**src/design/vmms_pkg.sv**
```systemverilog
`default_nettype none
package vmms_pkg;

	localparam int SAMPLE_FIELD_W = 16;
	localparam int MAG_W = 24;
	localparam int SUM_W = 32;
	localparam int STATUS_W = 2;
	localparam int FRAC_BITS = 8;
	localparam int CAPACITY_DEF = 256;
	localparam int SAMPLE_BITS_DEF = 16;

	localparam logic [STATUS_W-1:0] STATUS_OK = 2'd0;
	localparam logic [STATUS_W-1:0] STATUS_TOO_FEW = 2'd1;
	localparam logic [STATUS_W-1:0] STATUS_OVERFLOW = 2'd2;

	typedef struct packed {
		logic take_in;
		logic sq_x;
		logic sq_y;
		logic sq_z;
		logic sq_sum;
		logic sqrt_mag;
		logic store;
		logic div_mean;
		logic mean_load;
		logic rd;
		logic var_sq;
		logic var_acc;
		logic div_var;
		logic sqrt_std;
		logic std_load;
		logic load_out;
		logic clear_run;
	} vmms_cmd_t;

	typedef struct packed {
		logic sqrt_done;
		logic div_done;
		logic last;
		logic overflow;
		logic too_few;
		logic idx_last;
	} vmms_sts_t;

endpackage
`default_nettype wire

```
**src/design/vmms_ctrl.sv**
```systemverilog
`default_nettype none
module vmms_ctrl (
	input  wire logic                clk,
	input  wire logic                arst_n,
	input  wire logic                in_valid,
	output logic                     in_ready,
	output logic                     out_valid,
	input  wire logic                out_ready,
	input  wire vmms_pkg::vmms_sts_t sts,
	output vmms_pkg::vmms_cmd_t      cmd
);
	import vmms_pkg::*;

	typedef enum logic [18:0] {
		ST_IDLE   = 19'd1 << 0,
		ST_SQX    = 19'd1 << 1,
		ST_SQY    = 19'd1 << 2,
		ST_SQZ    = 19'd1 << 3,
		ST_SQSUM  = 19'd1 << 4,
		ST_MSTART = 19'd1 << 5,
		ST_MWAIT  = 19'd1 << 6,
		ST_STORE  = 19'd1 << 7,
		ST_CHECK  = 19'd1 << 8,
		ST_MDIV   = 19'd1 << 9,
		ST_MDWAIT = 19'd1 << 10,
		ST_VRD    = 19'd1 << 11,
		ST_VSQ    = 19'd1 << 12,
		ST_VACC   = 19'd1 << 13,
		ST_VDIV   = 19'd1 << 14,
		ST_VDWAIT = 19'd1 << 15,
		ST_SSTART = 19'd1 << 16,
		ST_SWAIT  = 19'd1 << 17,
		ST_OUT    = 19'd1 << 18
	} state_t;

	state_t state_q, state_n;
	logic out_valid_q;
	logic out_free;

	assign out_free = ~out_valid_q | out_ready;
	assign in_ready = (state_q == ST_IDLE);
	assign out_valid = out_valid_q;

	always_comb begin
		state_n = state_q;
		cmd = '0;
		case (state_q)
			ST_IDLE: begin
				if (in_valid) begin
					cmd.take_in = 1'b1;
					state_n = ST_SQX;
				end
			end
			ST_SQX: begin
				cmd.sq_x = 1'b1;
				state_n = ST_SQY;
			end
			ST_SQY: begin
				cmd.sq_y = 1'b1;
				state_n = ST_SQZ;
			end
			ST_SQZ: begin
				cmd.sq_z = 1'b1;
				state_n = ST_SQSUM;
			end
			ST_SQSUM: begin
				cmd.sq_sum = 1'b1;
				state_n = ST_MSTART;
			end
			ST_MSTART: begin
				cmd.sqrt_mag = 1'b1;
				state_n = ST_MWAIT;
			end
			ST_MWAIT: begin
				if (sts.sqrt_done) begin
					state_n = ST_STORE;
				end
			end
			ST_STORE: begin
				cmd.store = 1'b1;
				state_n = sts.last ? ST_CHECK : ST_IDLE;
			end
			ST_CHECK: begin
				state_n = (sts.overflow || sts.too_few) ? ST_OUT : ST_MDIV;
			end
			ST_MDIV: begin
				cmd.div_mean = 1'b1;
				state_n = ST_MDWAIT;
			end
			ST_MDWAIT: begin
				if (sts.div_done) begin
					cmd.mean_load = 1'b1;
					state_n = ST_VRD;
				end
			end
			ST_VRD: begin
				cmd.rd = 1'b1;
				state_n = ST_VSQ;
			end
			ST_VSQ: begin
				cmd.var_sq = 1'b1;
				state_n = ST_VACC;
			end
			ST_VACC: begin
				cmd.var_acc = 1'b1;
				state_n = sts.idx_last ? ST_VDIV : ST_VRD;
			end
			ST_VDIV: begin
				cmd.div_var = 1'b1;
				state_n = ST_VDWAIT;
			end
			ST_VDWAIT: begin
				if (sts.div_done) begin
					state_n = ST_SSTART;
				end
			end
			ST_SSTART: begin
				cmd.sqrt_std = 1'b1;
				state_n = ST_SWAIT;
			end
			ST_SWAIT: begin
				if (sts.sqrt_done) begin
					cmd.std_load = 1'b1;
					state_n = ST_OUT;
				end
			end
			ST_OUT: begin
				if (out_free) begin
					cmd.load_out = 1'b1;
					cmd.clear_run = 1'b1;
					state_n = ST_IDLE;
				end
			end
			default: begin
				state_n = ST_IDLE;
			end
		endcase
	end

	always_ff @(posedge clk or negedge arst_n) begin
		if (!arst_n) begin
			state_q <= ST_IDLE;
			out_valid_q <= 1'b0;
		end else begin
			state_q <= state_n;
			if (cmd.load_out) begin
				out_valid_q <= 1'b1;
			end else if (out_ready) begin
				out_valid_q <= 1'b0;
			end
		end
	end

	// no result overwritten before its transfer
	a_no_overwrite: assert property (@(posedge clk) disable iff (!arst_n)
		cmd.load_out |-> (!out_valid_q || out_ready))
		else $error("result register overwritten");

	// shared units only started when idle
	a_sqrt_free: assert property (@(posedge clk) disable iff (!arst_n)
		(cmd.sqrt_mag || cmd.sqrt_std) |-> sts.sqrt_done)
		else $error("sqrt started while busy");

	a_div_free: assert property (@(posedge clk) disable iff (!arst_n)
		(cmd.div_mean || cmd.div_var) |-> sts.div_done)
		else $error("divider started while busy");

	// an unmarked sample returns straight to idle
	a_plain_sample: assert property (@(posedge clk) disable iff (!arst_n)
		(state_q == ST_STORE && !sts.last) |=> (state_q == ST_IDLE))
		else $error("unmarked sample did not return to idle");

endmodule
`default_nettype wire

```
**config.mk**
```make
export PLATFORM = sky130hd
export DESIGN_NAME = vmms_ctrl
export DESIGN_NICKNAME = d
export VERILOG_FILES = /design/src/design/vmms_pkg.sv /design/src/design/vmms_ctrl.sv
export SDC_FILE = /design/constraint.sdc
export NUM_CORES = 1
export LEC_CHECK = 0
export ABC_AREA = 1
export BUFFER_PORTS_ARGS = -buffer_cell sky130_fd_sc_hd__buf_4
export CORE_UTILIZATION = 54
export DETAILED_ROUTE_END_ITERATION = 8
export HOLD_SLACK_MARGIN = 0.1
export PLACE_DENSITY = 0.79
export SLEW_MARGIN = 10
export SYNTH_ARGS = -nofsm -noshare
export SYNTH_HDL_FRONTEND = slang
export SYNTH_SLANG_ARGS = --single-unit
export TNS_END_PERCENT = 20
```
**constraint.sdc**
```tcl
create_clock -name clk -period 2.3 [get_ports clk]
set_clock_uncertainty 0.2 [all_clocks]
set_input_delay 0 -clock clk [delete_from_list [all_inputs] [get_ports clk]]
set_output_delay 0 -clock clk [all_outputs]
set_load 0.005 [all_outputs]
```
==> run summary, run 1 <==
net count after synthesis = 199
core outline area = 2477 µm²
clock network power share = 0.187
global-route wire length before repair = 5616 µm
Final setup viols = 0
routability cong. = 0.8192
setup TNS = 0 ns
P_int = 683.5 µW
detailed-route wire length per cell = 12.67 µm
post-synthesis async set-or-reset flop share = 1.000
port bufs = 28
sequential share of power = 0.364
CP max FO = 6
Distinct cells, synth = 23
clk sink count = 20
Hold Crit Class = input port to register
H-tree lvl count = 1
initial DRC count = 28
Gate power share = 0.449
vias per cell = 5.049
Critical Path AT = 2.24 ns
Startpoint Class = register
Synth Instances = 189
Seq/Total Area, Yosys = 0.3558
synthesized area = 1410 µm²
YS warnings = 0
ys flop type = dfrtp_1
hold path depth = 3
vias in the first global route = 1247
die area = 2820 µm²
switching share of power = 0.4058
GRT Total Usage = 0.2809
I/O pin count = 29
antenna diode count = 0
crit-path cells = nor2_4 -> nand2_4 -> nor2_4 -> nand3_4 -> nand2_2 -> nand2_2 -> nand3_4 -> a21oi_1 -> dlygate4sd3_1
CP max-delay cell = dlygate4sd3_1
Detailed Route WL = 3331 µm
RSZ-0062 raised after global routing = yes
maximum buffer depth of the clock tree = 2
most common cell after layout, fill and taps aside = inv_1
Final ANT Viol Nets = 0
postcts setup bufs = 0
Starting Density = 0.5692
share of cells above drive strength 1 = 0.3004
Power Density = 630.6 nW/µm²
Final #Nets = 244
Peak Freq = 448.1 MHz
max cap viols = 0
DIE WIDTH = 53.10 µm
via count = 1328
EDFF count, synth = 0
CTS tree = done
R2R cell count = 9
CTS Buf Count = 3
later-pin clock latency in the skew report = 0.31 ns
Area Overhead vs Synth = 29.37%
pin count of the biggest net entering global routing = 20
root buf cell = clkbuf_4
Switching Power = 466.8 µW
grt total ovfl = 0
crit path capture type = register
Avg Synthesized Cell Area = 7.461 µm²
Slew Limit Fails = 0
Worst Tran Pin Value = 0.8954 ns
Peak VDD IR = 0.4783 mV
crit path kind = register to register
drt first pass iters = 4
Total Power = 1150 µW
register bit count reported by yosys = 20
crit share post-route = 0.9703
Max-slew headroom = 0.4030
die height = 53.10 µm
Lkg Pwr = 0.001106 µW
CP Data Required Time = 2.31 ns
initial antenna violation count = 0
FILL cells = 200
Min Clock Period, post-route = 2.232 ns
clock transition at the registers of the reported paths = 0.12 ns
status = completed
commonest cells after routing, fill and taps aside = inv_1 (37), nor2_1 (33), nand2_1 (29)
DRC = 0
Final Hold Vio Count = 0
delay of the slowest cell on the worst path = 0.55 ns
Post-DP HPWL = 2499 µm
row cnt = 18
[worst max-delay path: cells and delay by family, from the launching register on]
kind,cells,cell delay (ns)
AO/OA/AOI/OAI,1,0.05
AND/OR/NAND/NOR,7,0.90
flip-flops,1,0.43
buffers and inverters,1,0.55
[power by group through the flow]
stage | combinational (µW) | sequential [µW] | clock (µW)
final | 516 | 419 | 215
after global routing | 564 | 422 | 236
after CTS | 510 | 419 | 222
after detailed placement | 493 | 426 | 0
after global placement | 486 | 423 | 0
after floorplan | 364 | 420 | 0
[routing by layer]
| metal | global-route usage | share of wire |
|---|---|---|
| met1 | 0.3321 | 0.43 |
| met2 | 0.4979 | 0.51 |
| met3 | 0.07184 | 0.048 |
| met4 | 0.07456 | 0.011 |
| met5 | 0 | 0 |
[cells by family after synthesis]
| family | after synthesis | share of synthesized area |
|---|---|---|
| flops | 20 | 0.3558 |
| simple gates | 117 | 0.4836 |
| compound gates | 8 | 0.03904 |
| buf+inv | 44 | 0.1216 |
[synthesized netlist by cell type (2+ instances only)]
cell | instances | area (µm²)
nor2_8 | 4 | 80.08
a21oi_1 | 2 | 10.01
nand4_1 | 4 | 25.02
nand3_1 | 13 | 65.06
nand3_2 | 3 | 30.03
dfrtp_1 | 19 | 475.5
inv_1 | 37 | 138.9
nand3_4 | 2 | 35.03
o21ai_2 | 4 | 35.03
o21ai_0 | 2 | 10.01
nor2_2 | 4 | 25.02
nor3_1 | 10 | 50.05
nand2_1 | 29 | 108.9
inv_2 | 4 | 15.01
nor2_1 | 33 | 123.9
nor2_4 | 5 | 56.30
nand2_4 | 4 | 45.04
nand2_2 | 5 | 31.28
[stage by stage]
step                      cell area, µm²  setup slack, ns  cells    util  hold WS (ns)
final                               1824          0.06842    263  0.7364        0.2281
after global routing                1824         -0.04858    263  0.7364        0.2348
after CTS                           1817          0.06656    263  0.7333        0.2139
after detailed placement            1650           0.5077    246  0.6662       -0.3025
after global placement              1650           0.5298    246  0.6662       -0.3073
after floorplan                     1410           0.6825    189       -       -0.4956
[registers in the layout (all words and copies together) (netlist names)]
name	count
out_valid	1
state_q	19
[worst paths after layout]
| kind | slack (ns) | end | start |
|---|---|---|---|
| max in group asynchronous | 0.47 | state_q[3]$_DFFE_PN0P_ | arst_n |
| hold / removal | 0.23 | out_valid$_DFFE_PN0P_ | out_ready |
| setup / recovery | 0.07 | state_q[11]$_DFFE_PN0P_ | state_q[8]$_DFFE_PN0P_ |
| hold reg to reg | 0.37 | out_valid$_DFFE_PN0P_ | out_valid$_DFFE_PN0P_ |
| min in group asynchronous | 0.52 | state_q[0]$_DFFE_PN1P_ | arst_n |
| setup reg to reg | 0.07 | state_q[11]$_DFFE_PN0P_ | state_q[8]$_DFFE_PN0P_ |
[area by class of cell]
class | count | area [µm²] | area share
Timing Repair Buffer | 41 | 342.8 | 0.1879
Tap cell | 30 | 37.54 | 0.02058
Clock buffer | 4 | 36.28 | 0.01989
Sequential cell | 20 | 501.7 | 0.2750
Multi-Input combinational cell | 125 | 742.0 | 0.4067
Inverter | 43 | 163.9 | 0.08985
[what timing repair did]
item	in CTS	in global routing
hold buffers	13	0
setup endpoints to repair	0	20
gates resized for setup	0	2
endpoints found under the hold margin	34	0
No activity file was read; power rests on OpenSTA's default activity.
==> run 2, diff against run 1 <==
Settings changed: BUFFER_PORTS_ARGS -buffer_cell sky130_fd_sc_hd__buf_4 to -buffer_cell sky130_fd_sc_hd__buf_2.
==> run summary, run 2 (synthesis gave the netlist of run 1 again) <==
Final setup viols = 0
detailed-route wire length per cell = 12.16 µm
share of cells above drive strength 1 = 0.2961
crit path capture type = register
Largest register FFs = 19
Final Hold Vio Count = 0
initial DRC count = 26
row cnt = 18
Min Clock Period, post-route = 2.239 ns
Detailed Route WL = 3197 µm
Top delay family on crit path = simple AND/OR/NAND/NOR gates
global-route wire length before repair = 5340 µm
DIE WIDTH = 53.10 µm
root buf cell = clkbuf_4
antenna diode count = 0
CP Data Required Time = 2.30 ns
delay of the slowest cell on the worst path = 0.55 ns
initial antenna violation count = 0
grt total ovfl = 0
status = completed
Worst Tran Pin Value = 0.8964 ns
Peak VDD IR = 0.4478 mV
Starting Density = 0.5692
origin of the critical flop-to-flop path = state_q[7]$_DFFE_PN0P_
Hold Crit Class = input port to register
crit path kind = register to register
Area Overhead vs Synth = 24.05%
crit-path cells = nor2_2 -> nand2_4 -> nor2_8 -> nand3_2 -> nand2_2 -> nand2_2 -> nand3_4 -> a21oi_1 -> dlygate4sd3_1
vias in the first global route = 1251
Hold Path End = out_valid$_DFFE_PN0P_
FF+latch area = 501.7 µm²
postcts setup bufs = 0
Stages on worst setup path = 9
RR Endpoint = state_q[11]$_DFFE_PN0P_
maximum buffer depth of the clock tree = 2
pin count of the biggest net entering global routing = 20
Layout Utilization = 0.7061
Lkg Pwr = 0.001099 µW
Slew Limit Fails = 0
CTS Buf Count = 3
CP max FO = 8
RSZ-0062 raised after global routing = yes
Total Power = 1124 µW
core outline area = 2477 µm²
most used cell along the critical path = nand2_2
Critical Path AT = 2.24 ns
flop-to-flop setup slack = 0.06 ns
Peak Freq = 446.7 MHz
area taken by multi-input logic gates = 737.0 µm²
most common cell after layout, fill and taps aside = inv_1
crit share post-route = 0.9733
die height = 53.10 µm
placed cells = 246
clock transition at the registers of the reported paths = 0.13 ns
Final Non-Filler Cells = 263
port bufs = 28
max cap viols = 0
vias per cell = 4.954
via count = 1303
FILL cells = 204
later-pin clock latency in the skew report = 0.31 ns
CP bufs+invs = 1
Top reg by flops = state_q
CTS tree = done
Max-slew headroom = 0.4024
Final #Nets = 244
hold slack final = 0.2170 ns
commonest cells after routing, fill and taps aside = inv_1 (37), nor2_1 (33), nand2_1 (29)
Post-DP HPWL = 2410 µm
HP Start = out_ready
DRC = 0
drt first pass iters = 4
hold path depth = 3
Startpoint Class = register
GRT Total Usage = 0.2694
R2R cell count = 9
Final ANT Viol Nets = 0
H-tree lvl count = 1
die area = 2820 µm²
I/O pin count = 29
clk sink count = 20
Power Density = 642.7 nW/µm²
routability cong. = 0.8631
CP max-delay cell = dlygate4sd3_1
## run 2: cell counts in the layout (fill, tap and decap cells not counted)
Identical to the previous run, type by type.
## run 2: worst max path at each step
| stage | slack [ns] | endpoint | start |
|---|---|---|---|
| final | 0.06 | state_q[11]$_DFFE_PN0P_ | state_q[7]$_DFFE_PN0P_ |
| after detailed placement | 0.52 | state_q[18]$_DFFE_PN0P_ | state_q[7]$_DFFE_PN0P_ |
| after CTS | 0.03 | state_q[8]$_DFFE_PN0P_ | arst_n |
| after floorplan | 0.68 | state_q[18]$_DFFE_PN0P_ | state_q[1]$_DFFE_PN0P_ |
| after global routing | -0.09 | state_q[11]$_DFFE_PN0P_ | state_q[13]$_DFFE_PN0P_ |
| after global placement | 0.57 | state_q[18]$_DFFE_PN0P_ | state_q[1]$_DFFE_PN0P_ |
## run 2: layout make-up
type / instances / area share
clock buffer: 4 / 0.02074
inverter: 43 / 0.09371
multi-input combinational: 125 / 0.4213
sequential: 20 / 0.2868
tap: 30 / 0.02146
timing repair buffer: 41 / 0.1559
## run 2: power breakdown
group,leakage [µW],switching (µW),internal [µW]
clock network,0.0000210,117,96.7
logic,0.000803,311,181
registers,0.000275,33.1,385
total,0.00110,461,663
## run 2: worst register-to-register path, stage by stage (launching register included)
cell and delay [ns]:
dfrtp_1 0.43, nor2_2 0.21, nand2_4 0.12, nor2_8 0.16, nand3_2 0.13, nand2_2 0.09, nand2_2 0.07, nand3_4 0.11
a21oi_1 0.05, dlygate4sd3_1 0.55
## run 2: routing by layer
metal,up-vias,GRT usage,wire [µm]
met5,-,0,0
met3,9,0.03736,146
li1,668,-,-
met4,0,0.1272,97
met1,585,0.3291,1416
met2,41,0.4620,1536
## run 2: what timing repair did
item / 4_1_cts / 5_1_grt
endpoints found under the hold margin: 34 / 0
gates resized for setup: 0 / 1
hold buffers: 13 / 0
endpoints found under the setup margin: 0 / 20
## run 2: stage by stage
| stage | setup TNS (ns) | area, µm² | worst slack, ns |
|---|---|---|---|
| global route | -0.09060 | 1749 | -0.09060 |
| global placement | 0 | 1580 | 0.5703 |
| finish | 0 | 1749 | 0.06135 |
| floorplan | 0 | 1410 | 0.6825 |
| detailed placement | 0 | 1580 | 0.5238 |
| CTS | 0 | 1747 | 0.02665 |
